File: config.mk
export PLATFORM = sky130hd
export DESIGN_NAME = peer_session_gate_with_expiry
export DESIGN_NICKNAME = d
export VERILOG_FILES = /design/src/psg_pkg.sv /design/src/peer_session_gate_with_expiry.sv /design/src/psg_ctrl.sv /design/src/psg_datapath.sv
export SDC_FILE = /design/constraint.sdc
export NUM_CORES = 2
export LEC_CHECK = 0
export BUFFER_PORTS_ARGS = -buffer_cell sky130_fd_sc_hd__buf_2
export CAP_MARGIN = 20
export CORE_ASPECT_RATIO = 0.8
export CORE_MARGIN = 3
export CORE_UTILIZATION = 58
export DETAILED_ROUTE_END_ITERATION = 8
export PLACE_DENSITY = 0.8
export SYNTH_ARGS = -nofsm -noshare
export SYNTH_HDL_FRONTEND = slang
export SYNTH_HIERARCHICAL = 1
export SYNTH_SLANG_ARGS = --single-unit
File: constraint.sdc
create_clock -name clk -period 20.7 [get_ports clk]
set_clock_uncertainty 0.2 [all_clocks]
set_input_delay 5.175 -clock clk [delete_from_list [all_inputs] [get_ports clk]]
set_output_delay 5.175 -clock clk [all_outputs]
set_load 0.02 [all_outputs]
File: src/psg_pkg.sv
// Package for the peer session gate: field widths, operation codes, FSM and control types.
`default_nettype none

package psg_pkg;

  localparam int FUNC_W     = 2;
  localparam int MAC_W      = 48;
  localparam int TIME_W     = 40;
  localparam int TTL_W      = 32;
  localparam int S_TDATA_W  = 96;
  localparam int M_TDATA_W  = 8;

  localparam logic [TTL_W-1:0] TTL_RESET = 32'd1000000;

  typedef enum logic [FUNC_W-1:0] {
    FUNC_BEGIN = 2'd0,
    FUNC_END   = 2'd1,
    FUNC_CHECK = 2'd2,
    FUNC_SWEEP = 2'd3
  } func_t;

  typedef enum logic [1:0] {
    ST_IDLE,
    ST_WALK,
    ST_COMMIT
  } psg_state_t;

  // Controller to datapath.
  typedef struct packed {
    logic load;    // capture the accepted transaction
    logic walk;    // step the table scan
    logic commit;  // write back the table, flags and result
  } psg_cmd_t;

  // Datapath to controller.
  typedef struct packed {
    logic walk_done;  // every entry has been evaluated
    logic out_free;   // result register can take a new result
  } psg_status_t;

endpackage

`default_nettype wire

File: src/peer_session_gate_with_expiry.sv
// Top level of the peer session gate with expiry: controller plus datapath.
//
//  channel  | direction | handshake          | payload
//  ---------+-----------+--------------------+-------------------------------------------
//  s_axis   | in        | s_tvalid/s_tready  | s_tdata: func, peer_mac, now_time
//  m_axis   | out       | m_tvalid/m_tready  | m_tdata: allowed, arm/disarm, armed, full
//  cfg      | in        | cfg_wr_en          | cfg_wr_data: lifetime in ticks
//
// A result reaches the output register after its transaction is accepted, scanned one
// entry per cycle through the registered read port and committed; the next transaction
// is accepted only after that commit, so transactions never overlap.
// Reset clears the valid bits, the armed flag and the handshake state; the lifetime
// returns to 1000000. The entry memory is not cleared: only valid entries are evaluated.
// A stalled output holds the result; the next transaction is scanned, its commit waits.
`default_nettype none

module peer_session_gate_with_expiry
  import psg_pkg::*;
#(
  parameter int MAX_PEERS = 16
)
(
  input  wire logic                 clk,
  input  wire logic                 rst,
  // configuration: lifetime in ticks
  input  wire logic                 cfg_wr_en,
  input  wire logic [TTL_W-1:0]     cfg_wr_data,
  // input stream
  input  wire logic                 s_tvalid,
  output logic                      s_tready,
  // [1:0] func, [49:2] peer_mac, [89:50] now_time, [95:90] zero
  input  wire logic [S_TDATA_W-1:0] s_tdata,
  // result stream
  output logic                      m_tvalid,
  input  wire logic                 m_tready,
  // [0] allowed, [1] arm_event, [2] disarm_event, [3] armed_now, [4] table_full,
  // [7:5] zero
  output logic [M_TDATA_W-1:0]      m_tdata
);

  psg_cmd_t    cmd;
  psg_status_t status;

  // Sequencing: accept, scan, commit.
  psg_ctrl u_ctrl (
    .clk      (clk),
    .rst      (rst),
    .s_tvalid (s_tvalid),
    .s_tready (s_tready),
    .status   (status),
    .cmd      (cmd)
  );

  // Table storage, purge/match scan and result register.
  psg_datapath #(
    .MAX_PEERS (MAX_PEERS)
  ) u_datapath (
    .clk         (clk),
    .rst         (rst),
    .cfg_wr_en   (cfg_wr_en),
    .cfg_wr_data (cfg_wr_data),
    .s_tdata     (s_tdata),
    .m_tvalid    (m_tvalid),
    .m_tready    (m_tready),
    .m_tdata     (m_tdata),
    .cmd         (cmd),
    .status      (status)
  );

endmodule

`default_nettype wire

File: src/psg_ctrl.sv
// Controller state machine of the peer session gate.
`default_nettype none

module psg_ctrl
  import psg_pkg::*;
(
  input  wire logic        clk,
  input  wire logic        rst,
  input  wire logic        s_tvalid,
  output logic             s_tready,
  input  wire psg_status_t status,
  output psg_cmd_t         cmd
);

  psg_state_t state;
  psg_state_t state_next;

  always_ff @(posedge clk) begin
    if (rst) begin
      state <= ST_IDLE;
    end else begin
      state <= state_next;
    end
  end

  always_comb begin
    state_next = state;
    s_tready   = 1'b0;
    cmd        = '0;
    unique case (state)
      ST_IDLE: begin
        s_tready = 1'b1;
        if (s_tvalid) begin
          cmd.load   = 1'b1;
          state_next = ST_WALK;
        end
      end
      ST_WALK: begin
        cmd.walk = 1'b1;
        if (status.walk_done) begin
          state_next = ST_COMMIT;
        end
      end
      ST_COMMIT: begin
        // hold until the result register frees up
        if (status.out_free) begin
          cmd.commit = 1'b1;
          state_next = ST_IDLE;
        end
      end
      default: begin
        state_next = ST_IDLE;
      end
    endcase
  end

endmodule

`default_nettype wire

File: src/psg_datapath.sv
// Datapath of the peer session gate: entry memory, valid bits, scan logic and result register.
`default_nettype none

module psg_datapath
  import psg_pkg::*;
#(
  parameter int MAX_PEERS = 16
)
(
  input  wire logic                 clk,
  input  wire logic                 rst,
  input  wire logic                 cfg_wr_en,
  input  wire logic [TTL_W-1:0]     cfg_wr_data,
  input  wire logic [S_TDATA_W-1:0] s_tdata,
  output logic                      m_tvalid,
  input  wire logic                 m_tready,
  output logic [M_TDATA_W-1:0]      m_tdata,
  input  wire psg_cmd_t             cmd,
  output psg_status_t               status
);

  localparam int IDX_W = (MAX_PEERS > 1) ? $clog2(MAX_PEERS) : 1;
  localparam int CNT_W = $clog2(MAX_PEERS + 1);
  localparam int ENT_W = MAC_W + TIME_W;
  localparam logic [CNT_W-1:0] LAST = CNT_W'(MAX_PEERS);

  // Configuration and captured transaction
  logic [TTL_W-1:0]  ttl;
  func_t             op;
  logic [MAC_W-1:0]  peer;
  logic [TIME_W-1:0] now;
  logic [TIME_W-1:0] deadline;

  // Table state
  logic [ENT_W-1:0]     mem [MAX_PEERS];
  logic [MAX_PEERS-1:0] valid;
  logic                 armed;

  // Scan state
  logic [CNT_W-1:0] rd_cnt;
  logic             rd_en;
  logic [ENT_W-1:0] rd_data;
  logic             ev_vld;
  logic [IDX_W-1:0] ev_idx;
  logic             found;
  logic [IDX_W-1:0] hit_idx;
  logic             free_found;
  logic [IDX_W-1:0] free_idx;
  logic             any_live;

  // Evaluation of the entry under the scan
  logic              purge_op;
  logic              ev_valid;
  logic              ev_expired;
  logic              ev_live;
  logic              ev_hit;
  logic [MAC_W-1:0]  ev_mac;
  logic [TIME_W-1:0] ev_deadline;
  logic [TIME_W:0]   dl_sum;

  // Commit decisions
  logic             wr_en;
  logic [IDX_W-1:0] wr_idx;
  logic             set_valid;
  logic             res_allowed;
  logic             res_arm;
  logic             res_disarm;
  logic             res_full;
  logic             armed_next;

  assign dl_sum      = {1'b0, s_tdata[FUNC_W+MAC_W +: TIME_W]} + {{(TIME_W+1-TTL_W){1'b0}}, ttl};
  assign rd_en       = cmd.walk && (rd_cnt != LAST);
  assign purge_op    = (op != FUNC_END);
  assign ev_mac      = rd_data[ENT_W-1:TIME_W];
  assign ev_deadline = rd_data[TIME_W-1:0];
  assign ev_valid    = ev_vld && valid[ev_idx];
  assign ev_expired  = purge_op && ev_valid && (ev_deadline <= now);
  assign ev_live     = ev_valid && !ev_expired;
  assign ev_hit      = ev_live && (ev_mac == peer);

  assign status.walk_done = (rd_cnt == LAST) && !ev_vld;
  assign status.out_free  = !m_tvalid || m_tready;

  always_ff @(posedge clk) begin
    if (rst) begin
      ttl <= TTL_RESET;
    end else if (cfg_wr_en) begin
      ttl <= cfg_wr_data;
    end
  end

  // Capture the transaction; saturate the deadline at the top of the time range.
  always_ff @(posedge clk) begin
    if (cmd.load) begin
      op       <= func_t'(s_tdata[FUNC_W-1:0]);
      peer     <= s_tdata[FUNC_W +: MAC_W];
      now      <= s_tdata[FUNC_W+MAC_W +: TIME_W];
      deadline <= dl_sum[TIME_W] ? {TIME_W{1'b1}} : dl_sum[TIME_W-1:0];
    end
  end

  // Scan pointer and registered memory read
  always_ff @(posedge clk) begin
    if (rst) begin
      rd_cnt <= '0;
      ev_vld <= 1'b0;
    end else if (cmd.load) begin
      rd_cnt <= '0;
      ev_vld <= 1'b0;
    end else begin
      ev_vld <= rd_en;
      if (rd_en) begin
        rd_cnt <= rd_cnt + 1'b1;
      end
    end
  end

  always_ff @(posedge clk) begin
    if (rd_en) begin
      rd_data <= mem[rd_cnt[IDX_W-1:0]];
      ev_idx  <= rd_cnt[IDX_W-1:0];
    end
  end

  always_ff @(posedge clk) begin
    if (wr_en) begin
      mem[wr_idx] <= {peer, deadline};
    end
  end

  // Scan summary: first live match, first free slot, any entry left live
  always_ff @(posedge clk) begin
    if (cmd.load) begin
      found      <= 1'b0;
      free_found <= 1'b0;
      any_live   <= 1'b0;
    end else if (ev_vld) begin
      if (ev_hit && !found) begin
        found   <= 1'b1;
        hit_idx <= ev_idx;
      end
      if (!ev_live && !free_found) begin
        free_found <= 1'b1;
        free_idx   <= ev_idx;
      end
      if (ev_live && !(op == FUNC_END && ev_hit)) begin
        any_live <= 1'b1;
      end
    end
  end

  always_comb begin
    wr_en       = 1'b0;
    wr_idx      = hit_idx;
    set_valid   = 1'b0;
    res_allowed = 1'b0;
    res_arm     = 1'b0;
    res_disarm  = 1'b0;
    res_full    = 1'b0;
    armed_next  = armed;
    if (op == FUNC_BEGIN) begin
      if (found) begin
        wr_en = 1'b1;
      end else if (free_found) begin
        wr_en     = 1'b1;
        wr_idx    = free_idx;
        set_valid = 1'b1;
      end else begin
        res_full = 1'b1;
      end
      if (!armed) begin
        res_arm    = 1'b1;
        armed_next = 1'b1;
      end
    end else begin
      if (armed && !any_live) begin
        res_disarm = 1'b1;
        armed_next = 1'b0;
      end
      res_allowed = (op == FUNC_CHECK) && found;
    end
    wr_en = wr_en && cmd.commit;
  end

  // Valid bits: drop expired and ended entries during the scan, mark inserts at commit
  always_ff @(posedge clk) begin
    if (rst) begin
      valid <= '0;
      armed <= 1'b0;
    end else begin
      if (ev_vld && (ev_expired || (op == FUNC_END && ev_hit))) begin
        valid[ev_idx] <= 1'b0;
      end
      if (cmd.commit) begin
        if (set_valid) begin
          valid[wr_idx] <= 1'b1;
        end
        armed <= armed_next;
      end
    end
  end

  // Result register
  always_ff @(posedge clk) begin
    if (rst) begin
      m_tvalid <= 1'b0;
    end else if (cmd.commit) begin
      m_tvalid <= 1'b1;
    end else if (m_tready) begin
      m_tvalid <= 1'b0;
    end
  end

  always_ff @(posedge clk) begin
    if (cmd.commit) begin
      m_tdata <= {3'b000, res_full, armed_next, res_disarm, res_arm, res_allowed};
    end
  end

endmodule

`default_nettype wire

==> results.md <==
- Outcome: finished clean
- Final wirelength: around 170000 µm
- DRC violations left: 0
- Critical-path cell list: buf_2 -> nand2b_1 -> nand2_1 -> nor2_1 -> nand2_1 -> nor2_1 -> nand2_1 -> nor2_4 -> buf_4 -> buf_4
- # hold bufs at CTS: 0
- First-pass GRT wire length: 240000 µm
- Die width: between 300 and 400 µm
- Skew-Pair Late Insertion Delay: between 0.7 and 0.8 ns
- Synthesized area per cell: between 20 and 25 µm²
- Synthesis-to-layout area growth: 11.7%
- Dpl ws: 11.09 ns
- Sink Count: between 1500 and 2000
- Clock Power Share: between 40% and 50%
- Floorplan row count: 110
- Share of cells above drive strength 1: about a quarter
- DP HPWL: roughly 80000 µm
- Core area: 113000 µm²
- Post-synthesis cell count: 3042
- Clock Root Buffer: clkbuf_16
- Worst Setup Path Type: in -> reg
- Post-layout minimum cycle time: ~9 ns
- Switching share of power: between 20 and 25%
- Number of diodes: 0
- WP data required: around 21 ns
- Initial antenna violation count: 2
- Logic pwr share: under 10%
- Register Area: just over 50000 µm²
- Yosys warns: 6
- Syn Std Cell Area: roughly 66000 µm²
- Max Buffers Root-to-Sink: 3
- Fin crit share: ~43%
- CTS buffer count: approximately 160
- PwrDens: 96.3 nW/µm²
- Final setup fails: 0
- Final Hold Vio Count: 0
- Vias in the first global route: about 34000
- Max-slew violation count: 0
- Placed cells: between 4000 and 5000
- RePlAce Congestion: 0.928
- Max-cap violations: 0
- 1st-iter DRT viols: roughly 5000
- Reg2reg start: u_datapath/op[0]$_DFFE_PP_
- Fmax: 0.113 GHz
- Post-synth EDFFs: 1643
- I/O pin total: between 100 and 150
- NetSw: 1.54 mW
- Max IR drop VDD: 0.0000741 V
- Critical Path Source: m_tready
- Hold WC Path Type: reg -> reg
- Crit-path max FO: 43
- Worst setup SP type: primary input
- Most frequent cells in the layout: 1643 x edfxtp_1, 444 x mux4_2, 160 x clkbuf_16
- Multi-input logic area: about 15000 µm²
- Synth async-reset ratio: 0%
- CTS tree: yes
- Internal power: around 5.6 mW
- Initial core utilization: about 59%
- Post-synthesis sequential area ratio: between 70 and 80%
- Overflow after GRT: 0
- Post-Layout Cell Count: 4908
- Worst slew margin: 22.9%
- Number of H-tree levels: 4
- Flop pwr share: between 50% and 60%
- Die ar.: about 120000 µm²
- Fillers: roughly 6800
- Clock transition at path regs: 0.06 ns
- Synth unique cells: 80
- Leak: roughly 23 nW
- 1st-pass router iterations: 8
- HP Start: u_datapath/valid[0]$_SDFF_PP0_
- Die height: between 300 and 400 µm
- Worst-Margin Slew: roughly 1.2 ns
- Gr usage total: approximately 28%
- Post-route setup TNS: 0 ns
- Max incr delay on CP: 0.88 ns
- Most used cell, CP: nand2_1
- Register-to-Register Setup Slack: approximately 16 ns
- Critical Path Sink Type: flip-flop
- Per-cell routed wire length: 33.7 µm
- Largest net degree at the start of global routing: roughly 170
- RSZ-0062 raised after global routing: false
- Layout net count: 3476
- CP max-delay cell: buf_4
- Post_cts resized: 0
- Worst Slack Setup Final: about 12 ns
- #FFs+latches synth: 1704
- Synth Flop Type: edfxtp_1
- Post-route ant nets: 0
- Vias per cell: slightly below 7
- Most common cell after layout, fill and taps aside: edfxtp_1
- Port Buffer Count: about 130
- CP arrival: 9.02 ns
- Setup bufs post-CTS: 0
- Via count: around 34000
## cells by family (layout without fill, tap and decap cells)
group / Yosys count / in the layout / synth area share [%]
other cells: 1 / 3 / 0.00566
mux: 475 / 475 / 15.6
fa+ha+maj: 75 / 75 / 1.43
buf+inv: 185 / 537 / 1.16
xor+xnor: 80 / 80 / 1.06
flops: 1704 / 1704 / 76.3
compound gates: 195 / 195 / 2.00
simple gates: 327 / 327 / 2.48
## Yosys cell counts, drive strengths merged, types with 3 or more instances
cell type     n  area (µm²)
clkbuf       69         260
dfxtp        61        1220
inv          59         221
a21oi        67         354
edfxtp     1643       49300
buf          56         282
a21boi        4        30.0
nor4         11        75.1
a211oi        6        75.1
xor2         21         184
a31oi         8        50.1
nand2        95         364
o31ai        16         120
nor3         14        85.1
o41ai         4        50.1
a211o        10        87.6
o21ai        31         155
nand4        43         269
o21a          3        22.5
and4          3        26.3
o211ai        8        60.1
mux2i        28         284
ha           74         926
nor2         87         327
and3          8        50.1
mux4        444       10000
nor2b        12        75.1
o21bai        6        45.0
xnor2        59         517
nand3b        3        22.5
or2           5        31.3
nand3        14        75.1
nor3b         5        37.5
nand2b       11        68.8
mux2          3        33.8
a21o         17         128
## registers in the layout (all words and copies together), names as in the netlist, 2 cells and up
| signal | cells |
|---|---|
| u_datapath/peer | 48 |
| u_datapath/ev_idx | 4 |
| u_datapath/free_idx | 4 |
| u_ctrl/state | 2 |
| u_datapath/now | 40 |
| u_datapath/rd_data | 88 |
| u_datapath/m_tdata | 5 |
| u_datapath/ttl | 32 |
| u_datapath/deadline | 40 |
| u_datapath/op | 2 |
| u_datapath/mem | 1408 |
| u_datapath/hit_idx | 4 |
| u_datapath/valid | 16 |
| u_datapath/rd_cnt | 5 |
## stage by stage
| stage | util, % | power [mW] | hold slack, ns | area (µm²) |
|---|---|---|---|---|
| global placement | 60.9 | 4.26 | 0.245 | 68800 |
| detailed placement | 60.9 | 4.27 | 0.262 | 68800 |
| global route | 65.5 | 7.31 | 0.288 | 74000 |
| CTS | 65.4 | 7.15 | 0.274 | 73900 |
| finish | 65.5 | 7.13 | 0.278 | 74000 |
| floorplan | - | 4.16 | 0.206 | 66300 |
## routing by layer
| layer | part of all wire, % | routed length, µm | vias to the layer above | track usage, % |
|---|---|---|---|---|
| met4 | 3.9 | 6480 | 0 | 11.9 |
| met3 | 11 | 18500 | 430 | 5.84 |
| met2 | 49 | 81400 | 2554 | 45.4 |
| li1 | - | - | 13143 | - |
| met5 | 0 | 0 | - | 0 |
| met1 | 36 | 58700 | 17435 | 38.9 |
## worst max-delay path: cells and delay by family
family / cells / cell delay, ns
simple gates: 7 / 2.06
buf+inv: 3 / 1.70
## path summary, 6_finish.rpt
| check | depth (start not counted) | end |
|---|---|---|
| setup reg to reg | 7 | u_datapath/mem[2][67]$_DFFE_PP_ |
| hold / removal | 2 | u_datapath/valid[0]$_SDFF_PP0_ |
| hold reg to reg | 2 | u_datapath/valid[0]$_SDFF_PP0_ |
| setup / recovery | 10 | u_datapath/mem[4][40]$_DFFE_PP_ |
## power by group through the flow
stage          combinational (mW)  clock (mW)  sequential [mW]
2_1_floorplan               0.211           0             3.95
4_1_cts                     0.302        2.94             3.91
6_report                    0.312        2.91             3.91
3_3_place_gp                0.286           0             3.97
3_5_place_dp                0.293           0             3.98
5_1_grt                     0.331        3.06             3.92
## cell type report
class / instances / share of cell area [%]
Tap cell: 1512 / 2.56
Sequential cell: 1704 / 68.3
Timing Repair Buffer: 189 / 1.57
Inverter: 60 / 0.308
Clock inverter: 83 / 1.17
Multi-Input combinational cell: 1155 / 20.4
Clock buffer: 205 / 5.71
Power figures use the tool's default switching activity.
